$ cat config.mk
export PLATFORM = sky130hd
export DESIGN_NAME = lax_der_signature_parser_top
export DESIGN_NICKNAME = d
export VERILOG_FILES = /design/src/hw/rtl/lds_pkg.sv /design/src/hw/rtl/lds_parser.sv /design/src/hw/rtl/lds_queue.sv /design/src/hw/rtl/lds_emitter.sv /design/src/hw/rtl/lax_der_signature_parser_top.sv
export VERILOG_INCLUDE_DIRS = /design/src /design/src/hw/rtl
export SDC_FILE = /design/constraint.sdc
export NUM_CORES = 2
export LEC_CHECK = 0
export ABC_CLOCK_PERIOD_IN_PS = 31100
export BUFFER_PORTS_ARGS = -buffer_cell sky130_fd_sc_hd__buf_2
export CELL_PAD_IN_SITES_DETAIL_PLACEMENT = 1
export CELL_PAD_IN_SITES_GLOBAL_PLACEMENT = 2
export CORE_UTILIZATION = 47
export DETAILED_ROUTE_END_ITERATION = 7
export GPL_ROUTABILITY_DRIVEN = 0
export GPL_TIMING_DRIVEN = 0
export HOLD_SLACK_MARGIN = 0.15
export PLACE_DENSITY_LB_ADDON = 0.1
export RECOVER_POWER = 50
export SYNTH_ARGS = -nofsm -noshare
export SYNTH_HDL_FRONTEND = slang
export SYNTH_SLANG_ARGS = --single-unit
$ cat constraint.sdc
create_clock -name clk -period 31.1 [get_ports clk]
set_input_delay 3.11 -clock clk [delete_from_list [all_inputs] [get_ports clk]]
set_output_delay 3.11 -clock clk [all_outputs]
set_load 0.01 [all_outputs]
$ cat src/hw/rtl/lax_der_signature_parser_top_assert.svh
// ----------------------------------------------------------------------------
// Assertion macros for the lax DER signature parser
// Concurrent checks that vanish in synthesis builds.
// ----------------------------------------------------------------------------
`ifndef LAX_DER_SIGNATURE_PARSER_TOP_ASSERT_SVH
`define LAX_DER_SIGNATURE_PARSER_TOP_ASSERT_SVH
`ifndef SYNTHESIS
`define LDS_ASSERT(label, clk, rst_n, prop, msg) \
	label: assert property (@(posedge clk) disable iff (!rst_n) prop) else $error(msg);
`define LDS_NEVER(label, clk, rst_n, expr, msg) \
	label: assert property (@(posedge clk) disable iff (!rst_n) !(expr)) else $error(msg);
`else
`define LDS_ASSERT(label, clk, rst_n, prop, msg)
`define LDS_NEVER(label, clk, rst_n, expr, msg)
`endif
`endif

$ cat src/hw/rtl/lds_pkg.sv
// ----------------------------------------------------------------------------
// lds_pkg
// Shared constants, types and helpers of the lax DER signature parser.
// ----------------------------------------------------------------------------
package lds_pkg;

	localparam int SCALAR_BYTES  = 32;
	localparam int STORE_W       = SCALAR_BYTES * 8;
	localparam int MAX_LEN_BYTES = 3;
	localparam int LEN_W         = 8 * MAX_LEN_BYTES;
	localparam int LEFT_W        = 7;
	localparam int SC_W          = $clog2(SCALAR_BYTES + 2);
	localparam int VIEW_W        = 256;
	localparam int WORD_W        = 64;
	localparam int WORDS         = 8;
	localparam int IDX_W         = 3;
	localparam int OUT_TDATA_W   = 72;

	localparam logic [7:0] TAG_SEQ   = 8'h30;
	localparam logic [7:0] TAG_INT   = 8'h02;
	localparam logic [7:0] LONG_FORM = 8'h80;

	localparam logic [VIEW_W-1:0] GROUP_ORDER =
		256'hFFFFFFFF_FFFFFFFF_FFFFFFFF_FFFFFFFE_BAAEDCE6_AF48A03B_BFD25E8C_D0364141;

	typedef enum logic [1:0] {
		ST_OK   = 2'd0,
		ST_FAIL = 2'd1,
		ST_OVF  = 2'd2
	} status_t;

	// one finished signature, as handed from parser to emitter
	typedef struct packed {
		logic [STORE_W-1:0] r_val;
		logic [STORE_W-1:0] s_val;
		logic               fail;
		logic               ovf;
	} rec_t;

	// 256-bit big-endian view of a store, zero-extended when narrower
	function automatic logic [VIEW_W-1:0] store_view(input logic [STORE_W-1:0] st);
		logic [VIEW_W-1:0] v;
		v = '0;
		for (int i = 0; i < VIEW_W; i++) begin
			if (i < STORE_W) v[i] = st[i];
		end
		return v;
	endfunction

	// true when the stored value is at or above the group order
	function automatic logic not_below_order(input logic [STORE_W-1:0] st);
		logic hi;
		hi = 1'b0;
		for (int i = VIEW_W; i < STORE_W; i++) begin
			hi = hi | st[i];
		end
		return hi || (store_view(st) >= GROUP_ORDER);
	endfunction

endpackage

$ cat src/hw/rtl/lds_parser.sv
// ----------------------------------------------------------------------------
// lds_parser
// Front end: walks DER one beat per cycle if the queue has room; builds R, S.
// ----------------------------------------------------------------------------
module lds_parser (
	input  logic          clk,
	input  logic          arst_n,
	input  logic          byte_valid,
	output logic          byte_ready,
	input  logic [7:0]    data_byte,
	input  logic          last_byte,
	output logic          rec_push,
	output lds_pkg::rec_t rec,
	input  logic          rec_full
);
	import lds_pkg::*;

	typedef enum logic [11:0] {
		PH_SEQ_TAG  = 12'b0000_0000_0001,
		PH_SEQ_LEN  = 12'b0000_0000_0010,
		PH_SEQ_SKIP = 12'b0000_0000_0100,
		PH_R_TAG    = 12'b0000_0000_1000,
		PH_R_LEN    = 12'b0000_0001_0000,
		PH_R_LENX   = 12'b0000_0010_0000,
		PH_R_VAL    = 12'b0000_0100_0000,
		PH_S_TAG    = 12'b0000_1000_0000,
		PH_S_LEN    = 12'b0001_0000_0000,
		PH_S_LENX   = 12'b0010_0000_0000,
		PH_S_VAL    = 12'b0100_0000_0000,
		PH_DONE     = 12'b1000_0000_0000
	} phase_t;

	phase_t             phase_q, nx_phase;
	logic [LEN_W-1:0]   len_q, nx_len, bv_cnt;
	logic [LEFT_W-1:0]  left_q, nx_left;
	logic [STORE_W-1:0] r_q, s_q, nx_r, nx_s;
	logic [SC_W-1:0]    sc_q, nx_sc, sc_new;
	logic               zs_q, nx_zs, ovf_q, nx_ovf, fail_q, nx_fail;
	logic               bv_req, bv_is_r, is_r, lenx_fail, take;

	assign byte_ready = !rec_full;
	assign take       = byte_valid && byte_ready;

	always_comb begin
		nx_phase  = phase_q;
		nx_len    = len_q;
		nx_left   = left_q;
		nx_r      = r_q;
		nx_s      = s_q;
		nx_sc     = sc_q;
		nx_zs     = zs_q;
		nx_ovf    = ovf_q;
		nx_fail   = fail_q;
		bv_req    = 1'b0;
		bv_cnt    = '0;
		bv_is_r   = 1'b0;
		is_r      = 1'b0;
		lenx_fail = 1'b0;
		sc_new    = sc_q;
		if (!fail_q) begin
			case (phase_q)
				PH_SEQ_TAG: begin
					if (data_byte != TAG_SEQ) nx_fail = 1'b1;
					else nx_phase = PH_SEQ_LEN;
				end
				PH_SEQ_LEN: begin
					nx_phase = PH_R_TAG;
					if ((data_byte & LONG_FORM) != 8'h00) begin
						nx_left = data_byte[LEFT_W-1:0];
						if (data_byte[LEFT_W-1:0] != '0) nx_phase = PH_SEQ_SKIP;
					end
				end
				PH_SEQ_SKIP: begin
					nx_left = left_q - LEFT_W'(1);
					if (left_q == LEFT_W'(1)) nx_phase = PH_R_TAG;
				end
				PH_R_TAG, PH_S_TAG: begin
					if (data_byte != TAG_INT) nx_fail = 1'b1;
					else nx_phase = (phase_q == PH_R_TAG) ? PH_R_LEN : PH_S_LEN;
				end
				PH_R_LEN, PH_S_LEN: begin
					is_r = (phase_q == PH_R_LEN);
					if ((data_byte & LONG_FORM) != 8'h00) begin
						nx_left = data_byte[LEFT_W-1:0];
						nx_len  = '0;
						nx_zs   = 1'b1;
						if (data_byte[LEFT_W-1:0] == '0) begin
							bv_req  = 1'b1;
							bv_is_r = is_r;
						end else begin
							nx_phase = is_r ? PH_R_LENX : PH_S_LENX;
						end
					end else begin
						bv_req  = 1'b1;
						bv_is_r = is_r;
						bv_cnt  = LEN_W'(data_byte);
					end
				end
				PH_R_LENX, PH_S_LENX: begin
					is_r      = (phase_q == PH_R_LENX);
					// too many significant length bytes left
					lenx_fail = zs_q && (data_byte != 8'h00) &&
						(left_q > LEFT_W'(MAX_LEN_BYTES));
					if (lenx_fail) begin
						nx_fail = 1'b1;
					end else begin
						if (!(zs_q && data_byte == 8'h00)) begin
							nx_zs  = 1'b0;
							nx_len = (len_q << 8) | LEN_W'(data_byte);
						end
						nx_left = left_q - LEFT_W'(1);
						if (left_q == LEFT_W'(1)) begin
							bv_req  = 1'b1;
							bv_is_r = is_r;
							bv_cnt  = nx_len;
						end
					end
				end
				PH_R_VAL, PH_S_VAL: begin
					is_r = (phase_q == PH_R_VAL);
					if (!(zs_q && data_byte == 8'h00)) begin
						nx_zs  = 1'b0;
						sc_new = sc_q + SC_W'(sc_q <= SC_W'(SCALAR_BYTES));
						nx_sc  = sc_new;
						if (sc_new > SC_W'(SCALAR_BYTES)) begin
							nx_ovf = 1'b1;
						end else if (is_r) begin
							nx_r = (r_q << 8) | STORE_W'(data_byte);
						end else begin
							nx_s = (s_q << 8) | STORE_W'(data_byte);
						end
					end
					nx_len = len_q - LEN_W'(1);
					if (len_q == LEN_W'(1)) begin
						nx_zs    = 1'b1;
						nx_sc    = '0;
						nx_phase = is_r ? PH_S_TAG : PH_DONE;
					end
				end
				default: begin
				end
			endcase
		end
		// enter a value field with its byte count
		if (bv_req) begin
			nx_len = bv_cnt;
			nx_zs  = 1'b1;
			nx_sc  = '0;
			if (bv_cnt == '0) nx_phase = bv_is_r ? PH_S_TAG : PH_DONE;
			else nx_phase = bv_is_r ? PH_R_VAL : PH_S_VAL;
		end
	end

	assign rec_push  = take && last_byte;
	assign rec.r_val = nx_r;
	assign rec.s_val = nx_s;
	assign rec.fail  = nx_fail || (nx_phase != PH_DONE);
	assign rec.ovf   = nx_ovf;

	always_ff @(posedge clk or negedge arst_n) begin
		if (!arst_n) begin
			phase_q <= PH_SEQ_TAG;
			len_q   <= '0;
			left_q  <= '0;
			r_q     <= '0;
			s_q     <= '0;
			sc_q    <= '0;
			zs_q    <= 1'b1;
			ovf_q   <= 1'b0;
			fail_q  <= 1'b0;
		end else if (take) begin
			if (last_byte) begin
				// frame handed off: start over
				phase_q <= PH_SEQ_TAG;
				len_q   <= '0;
				left_q  <= '0;
				r_q     <= '0;
				s_q     <= '0;
				sc_q    <= '0;
				zs_q    <= 1'b1;
				ovf_q   <= 1'b0;
				fail_q  <= 1'b0;
			end else begin
				phase_q <= nx_phase;
				len_q   <= nx_len;
				left_q  <= nx_left;
				r_q     <= nx_r;
				s_q     <= nx_s;
				sc_q    <= nx_sc;
				zs_q    <= nx_zs;
				ovf_q   <= nx_ovf;
				fail_q  <= nx_fail;
			end
		end
	end

endmodule

$ cat src/hw/rtl/lds_queue.sv
// ----------------------------------------------------------------------------
// lds_queue
// Two-entry queue of finished signatures between parser and emitter.
// ----------------------------------------------------------------------------
module lds_queue (
	input  logic          clk,
	input  logic          arst_n,
	input  logic          push,
	input  lds_pkg::rec_t push_rec,
	output logic          full,
	input  logic          pop,
	output lds_pkg::rec_t head,
	output logic          not_empty
);
	import lds_pkg::*;

	rec_t       mem_q [2];
	logic       wr_ptr_q, rd_ptr_q;
	logic [1:0] count_q;

	assign full      = (count_q == 2'd2);
	assign not_empty = (count_q != 2'd0);
	assign head      = mem_q[rd_ptr_q];

	always_ff @(posedge clk) begin
		if (push) mem_q[wr_ptr_q] <= push_rec;
	end

	always_ff @(posedge clk or negedge arst_n) begin
		if (!arst_n) begin
			wr_ptr_q <= 1'b0;
			rd_ptr_q <= 1'b0;
			count_q  <= 2'd0;
		end else begin
			if (push) wr_ptr_q <= !wr_ptr_q;
			if (pop)  rd_ptr_q <= !rd_ptr_q;
			count_q <= count_q + 2'(push) - 2'(pop);
		end
	end

endmodule

$ cat src/hw/rtl/lds_emitter.sv
// ----------------------------------------------------------------------------
// lds_emitter
// Back end: grades one signature and streams its eight words.
// ----------------------------------------------------------------------------
`include "lax_der_signature_parser_top_assert.svh"

module lds_emitter (
	input  logic                            clk,
	input  logic                            arst_n,
	input  lds_pkg::rec_t                   head,
	input  logic                            head_valid,
	output logic                            pop,
	output logic                            out_tvalid,
	input  logic                            out_tready,
	output logic [lds_pkg::OUT_TDATA_W-1:0] out_tdata,
	output logic                            out_tlast
);
	import lds_pkg::*;

	localparam logic [IDX_W-1:0] LAST_IDX = IDX_W'(WORDS - 1);

	logic [2*VIEW_W-1:0] words_q;
	status_t             status_q, ld_status;
	logic [IDX_W-1:0]    idx_q;
	logic                busy_q, done_beat;
	logic [WORD_W-1:0]   word;

	assign done_beat = busy_q && out_tready && (idx_q == LAST_IDX);
	assign pop       = head_valid && (!busy_q || done_beat);

	always_comb begin
		if (head.fail) ld_status = ST_FAIL;
		else if (head.ovf || not_below_order(head.r_val) || not_below_order(head.s_val))
			ld_status = ST_OVF;
		else ld_status = ST_OK;
	end

	assign word       = words_q[(WORDS - 1 - 32'(idx_q)) * WORD_W +: WORD_W];
	assign out_tvalid = busy_q;
	assign out_tlast  = busy_q && (idx_q == LAST_IDX);
	assign out_tdata  = OUT_TDATA_W'({status_q, idx_q, word});

	always_ff @(posedge clk) begin
		if (pop) begin
			// zero the words unless the signature is good
			if (ld_status == ST_OK)
				words_q <= {store_view(head.r_val), store_view(head.s_val)};
			else
				words_q <= '0;
			status_q <= ld_status;
		end
	end

	always_ff @(posedge clk or negedge arst_n) begin
		if (!arst_n) begin
			busy_q <= 1'b0;
			idx_q  <= '0;
		end else if (pop) begin
			busy_q <= 1'b1;
			idx_q  <= '0;
		end else if (done_beat) begin
			busy_q <= 1'b0;
		end else if (busy_q && out_tready) begin
			idx_q <= idx_q + IDX_W'(1);
		end
	end

	`LDS_ASSERT(a_zero_words, clk, arst_n, busy_q && status_q != ST_OK |-> word == '0, "words not zeroed on bad status")
	`LDS_ASSERT(a_last_idx, clk, arst_n, out_tlast |-> out_tvalid && idx_q == LAST_IDX, "tlast off the eighth word")
	`LDS_ASSERT(a_drain, clk, arst_n, done_beat && !head_valid |=> !out_tvalid, "emitter busy after final beat")

endmodule

$ cat src/hw/rtl/lax_der_signature_parser_top.sv
// ----------------------------------------------------------------------------
// lax_der_signature_parser_top
// Lenient DER ECDSA signature parser: bytes in, eight R/S words out.
// ----------------------------------------------------------------------------
//  channel   dir  tdata (low bit up)                              tlast
//  s_axis    in   data_byte[7:0]                                  last_byte
//  m_axis    out  out_word[63:0] word_index[66:64]                end_of_run
//                 parse_status[68:67] zero[71:69]
//
//  One input beat per cycle while the queue has room. Each finished signature
//  is queued, then loaded into the idle emitter, which offers the first word;
//  the eight words then leave one per cycle while m_axis_tready is high.
//  A two-entry queue sits between parser and emitter; while both entries are
//  taken every input beat stalls, which happens when the output side stalls or
//  words drain slower than signatures arrive.
//  Reset is asynchronous and immediate; there is no clearing pass.
// ----------------------------------------------------------------------------
module lax_der_signature_parser_top (
	input  logic                            clk,
	input  logic                            arst_n,
	input  logic                            s_axis_tvalid,
	output logic                            s_axis_tready,
	input  logic [7:0]                      s_axis_tdata,  // data_byte[7:0]
	input  logic                            s_axis_tlast,
	output logic                            m_axis_tvalid,
	input  logic                            m_axis_tready,
	// out_word[63:0], word_index[66:64], parse_status[68:67], zero pad
	output logic [lds_pkg::OUT_TDATA_W-1:0] m_axis_tdata,
	output logic                            m_axis_tlast
);
	import lds_pkg::*;

	rec_t push_rec, head;
	logic push, full, pop, not_empty;

	lds_parser u_parser (
		.clk        (clk),
		.arst_n     (arst_n),
		.byte_valid (s_axis_tvalid),
		.byte_ready (s_axis_tready),
		.data_byte  (s_axis_tdata),
		.last_byte  (s_axis_tlast),
		.rec_push   (push),
		.rec        (push_rec),
		.rec_full   (full)
	);

	lds_queue u_queue (
		.clk       (clk),
		.arst_n    (arst_n),
		.push      (push),
		.push_rec  (push_rec),
		.full      (full),
		.pop       (pop),
		.head      (head),
		.not_empty (not_empty)
	);

	lds_emitter u_emitter (
		.clk        (clk),
		.arst_n     (arst_n),
		.head       (head),
		.head_valid (not_empty),
		.pop        (pop),
		.out_tvalid (m_axis_tvalid),
		.out_tready (m_axis_tready),
		.out_tdata  (m_axis_tdata),
		.out_tlast  (m_axis_tlast)
	);

endmodule
==> metrics.csv <==
stage,metric,value,unit
logic_synthesis,post-synthesis cell count,6572,
final_layout,Layout Nets,6955,
cts,setup repair bufs after CTS,0,
logic_synthesis,Post-synth EDFFs,1542,
logic_synthesis,Post-Syn Area,94000,um^2
floorplanning,io pins,88,
sta,Fmax achieved,65.6,MHz
routing,vias per cell,6.55,
global_routing,first-pass GRT wire length,514,mm
cts,Root Driver,clkbuf_16,
setup_path,max incr delay on CP,4.39,ns
outcome,status,finished with violations,
logic_synthesis,syn avg cell area,14.3,um^2
logic_synthesis,area fraction of the dominant cell type after synthesis,49.3,%
floorplanning,Initial Utilization,47.5,%
sta,Final Max Tran Viols,1991,
logic_synthesis,Yosys warning count,0,
floorplanning,FP Rows,163,
logic_synthesis,Synth Area in XOR/XNOR,0.102,%
place,Port Buf Inserts,80,
floorplanning,Die Width,449,um
logic_synthesis,commonest cells in the netlist,"edfxtp_1, nand2_1, dfrtp_1, a22o_1, mux2i_1",
logic_synthesis,Post-Synth Simple-Gate Area,12.7,%
global_routing,Total GRT Usage,36.6,%
logic_synthesis,Post-Synth Adder-Cell Area,0.133,%
setup_path,kind of critical path,in -> async,
setup_path,CP arrival,14.79,ns
floorplanning,die area,202000,um^2
logic_synthesis,post-synthesis compound-gate area fraction,7.85,%
final_layout,P&R area growth vs syn,12.0,%
logic_synthesis,post-synth top area cell,edfxtp_1,
sta,Slew headroom,-314,%
setup_path,RR Endpoint,u_emitter.words_q[265]$_SDFFCE_PP0P_,
routing,DRC,0,
floorplanning,Core Box Area,198000,um^2
setup_path,Buf/Inv on CP,3,
hold_path,Min-Delay Path Depth,1,
sta,Clock Skew,0.0375,ns
sta,setup TNS,0,ns
cts,clock buffer depth,3,
power,pwr dens,84.5,nW/um^2
hold_path,Hold Path Class,reg -> reg,
global_routing,largest net degree at the start of global routing,112,
logic_synthesis,"Distinct cells, synth",101,
cts,clk slew on worst S/H paths,0.06,ns
setup_path,critical path cell sequence,"clkbuf_1, clkbuf_1, clkbuf_1",
global_routing,number of global-route vias before repair,63585,
cts,clock sink count,2114,
cts,total CTS buffers,222,
sta,Final Hold Viols,0,
routing,drt initial violations,8479,
setup_path,top cell family by delay on the critical path,buffers and inverters,
setup_path,CP startpoint kind,input port,
logic_synthesis,sequential area share after synthesis,64.5,%
setup_path,reg-to-reg startpoint,u_emitter.idx_q[0]$_DFFE_PN0P_,
cts,CTS resizes,0,
power,Leak,39.3,nW
setup_path,"Max FO, Critical Path",109,
floorplanning,Die Y,449,um
hold_path,Hold Crit Start,u_queue.wr_ptr_q$_DFFE_PN0P_,
routing,Routed WL per cell,38.0,um
routing,Total Wirelength,372,mm
sta,final setup violation count,0,
outcome,failing checks,"capacitance limit, slew limit",
logic_synthesis,post-synthesis register bit count,2114,
logic_synthesis,multiplexer area fraction after synthesis,12.0,%
sta,RSZ-0062 raised after global routing,false,
final_layout,share of cells above drive strength 1,20.9,%
cts,TritonCTS clock tree,built,
place,post-DP HPWL,281,mm
routing,Pre-antenna DRT Iters,6,
power,Overall Power,8.90,mW
cts,Post-CTS Hold Buffers,0,
hold_path,hold worst-path end,u_queue.wr_ptr_q$_DFFE_PN0P_,
setup_path,crit-path most repeated cell,clkbuf_1,
sta,Period minus WS final,15.24,ns
global_routing,grt ovf,0,
routing,vias,64192,
setup_path,R2R depth,10,
sta,Final Cycle Share,49.0,%
final_layout,fin cells,9793,
power,Max VDD drop,69.0,uV
logic_synthesis,main combinational cell family by area after synthesis,simple AND/OR/NAND/NOR gates,
logic_synthesis,"Top FF cell, synth",edfxtp_1,
setup_path,crit path launch,arst_n,
logic_synthesis,Synth async-reset ratio,27.1,%
logic_synthesis,"count leader, synth",edfxtp_1,
sta,Slew @ Worst Pin,6.21,ns
place,placed cell count,9348,
flow_run,MaxCap Viol Count,53,
global_routing,initial antenna violation count,36,
cts,H-tree levels,4,
setup_path,Setup crit end kind,async pin,
logic_synthesis,Area contributors post-synth,"edfxtp_1, dfrtp_1, mux2i_1",
setup_path,Worst path slowest cell,clkbuf_1,
setup_path,R2R setup slack,19.20,ns
setup_path,CP required,30.65,ns
routing,post-route ant nets,0,
cts,worst skew pair latency,0.91,ns
metal layers:
layer,track usage [%],wire (um),up-vias,share of wire [%]
met5,0,69,-,0.019
met4,17.9,20700,12,5.6
met1,50.6,150000,34050,40
met2,54.2,165000,3431,44
li1,-,-,26034,-
met3,8.56,37000,665,9.9
flip-flops by register name (all words and copies together), names as in the netlist:
name,cells
u_parser.r_q,256
u_parser.ovf_q,1
u_emitter.out_tvalid,1
u_parser.left_q,7
u_emitter.words_q,512
u_queue.mem_q,1028
u_parser.len_q,24
u_emitter.idx_q,3
u_queue.wr_ptr_q,1
u_parser.sc_q,6
u_parser.phase_q,12
u_parser.s_q,256
u_queue.count_q,2
u_parser.zs_q,1
u_queue.rd_ptr_q,1
u_parser.fail_q,1
u_emitter.status_q,2
worst max path at each step:
stage               cells after the start  slack (ns)                         endpoint
global route                            3       13.28   u_parser.left_q[2]$_DFFE_PN0P_
finish                                  3       15.86     u_parser.s_q[37]$_DFFE_PN0P_
CTS                                     6       23.52                  m_axis_tdata[3]
detailed placement                     12       23.21    u_parser.s_q[137]$_DFFE_PN0P_
floorplan                               7        3.33     u_queue.count_q[1]$_DFF_PN0_
global placement                        5       -9.74  u_queue.mem_q[0][182]$_DFFE_PP_
cells in the final DEF (no fill, tap or decap), types with 81 or more instances in the layout:
master	netlist	final
buf_2	44	104
o21ai_0	97	111
clkbuf_16	0	226
nand3_1	87	87
nand2_1	923	923
clkbuf_1	319	427
edfxtp_1	1542	1542
mux2i_1	477	477
nor3_2	465	465
a22o_1	519	519
dfrtp_1	570	570
a21oi_1	107	108
mux2_2	324	302
mux4_2	128	128
nor2_1	122	124
nand4_1	106	107
nor3_1	81	81
cells by family after synthesis:
family | after synthesis
simple gates | 2042
fa+ha+maj | 10
xor+xnor | 11
flops | 2114
other cells | 1
buf+inv | 511
mux | 929
compound gates | 954
per-stage QoR:
| stage | cell area [um^2] | setup slack, ns | hold slack [ns] | utilization, % |
|---|---|---|---|---|
| final | 105000 | 15.86 | 0.501 | 53.2 |
| after global routing | 105000 | 13.28 | 0.499 | 53.2 |
| after detailed placement | 99000 | 23.21 | 0.489 | 50.0 |
| after floorplan | 94000 | 3.33 | 0.461 | - |
| after global placement | 97700 | -9.74 | 0.474 | 49.3 |
| after CTS | 106000 | 23.52 | 0.505 | 53.7 |
area by class of cell:
type | count | area, um^2
multi-input combinational | 3949 | 30800
clock buffer | 301 | 6220
clock inverter | 118 | 1120
timing repair buffer | 134 | 666
buffer | 484 | 2450
fill | 19234 | 92700
inverter | 27 | 101
sequential | 2114 | 60600
antenna | 26 | 65.1
tap | 2640 | 3300
where the power goes:
| group | internal [mW] | switching [mW] |
|---|---|---|
| clock | 1.54 | 1.18 |
| sequential | 3.31 | 0.148 |
| combinational | 0.729 | 2.00 |
No activity file was read; power rests on OpenSTA's default activity.
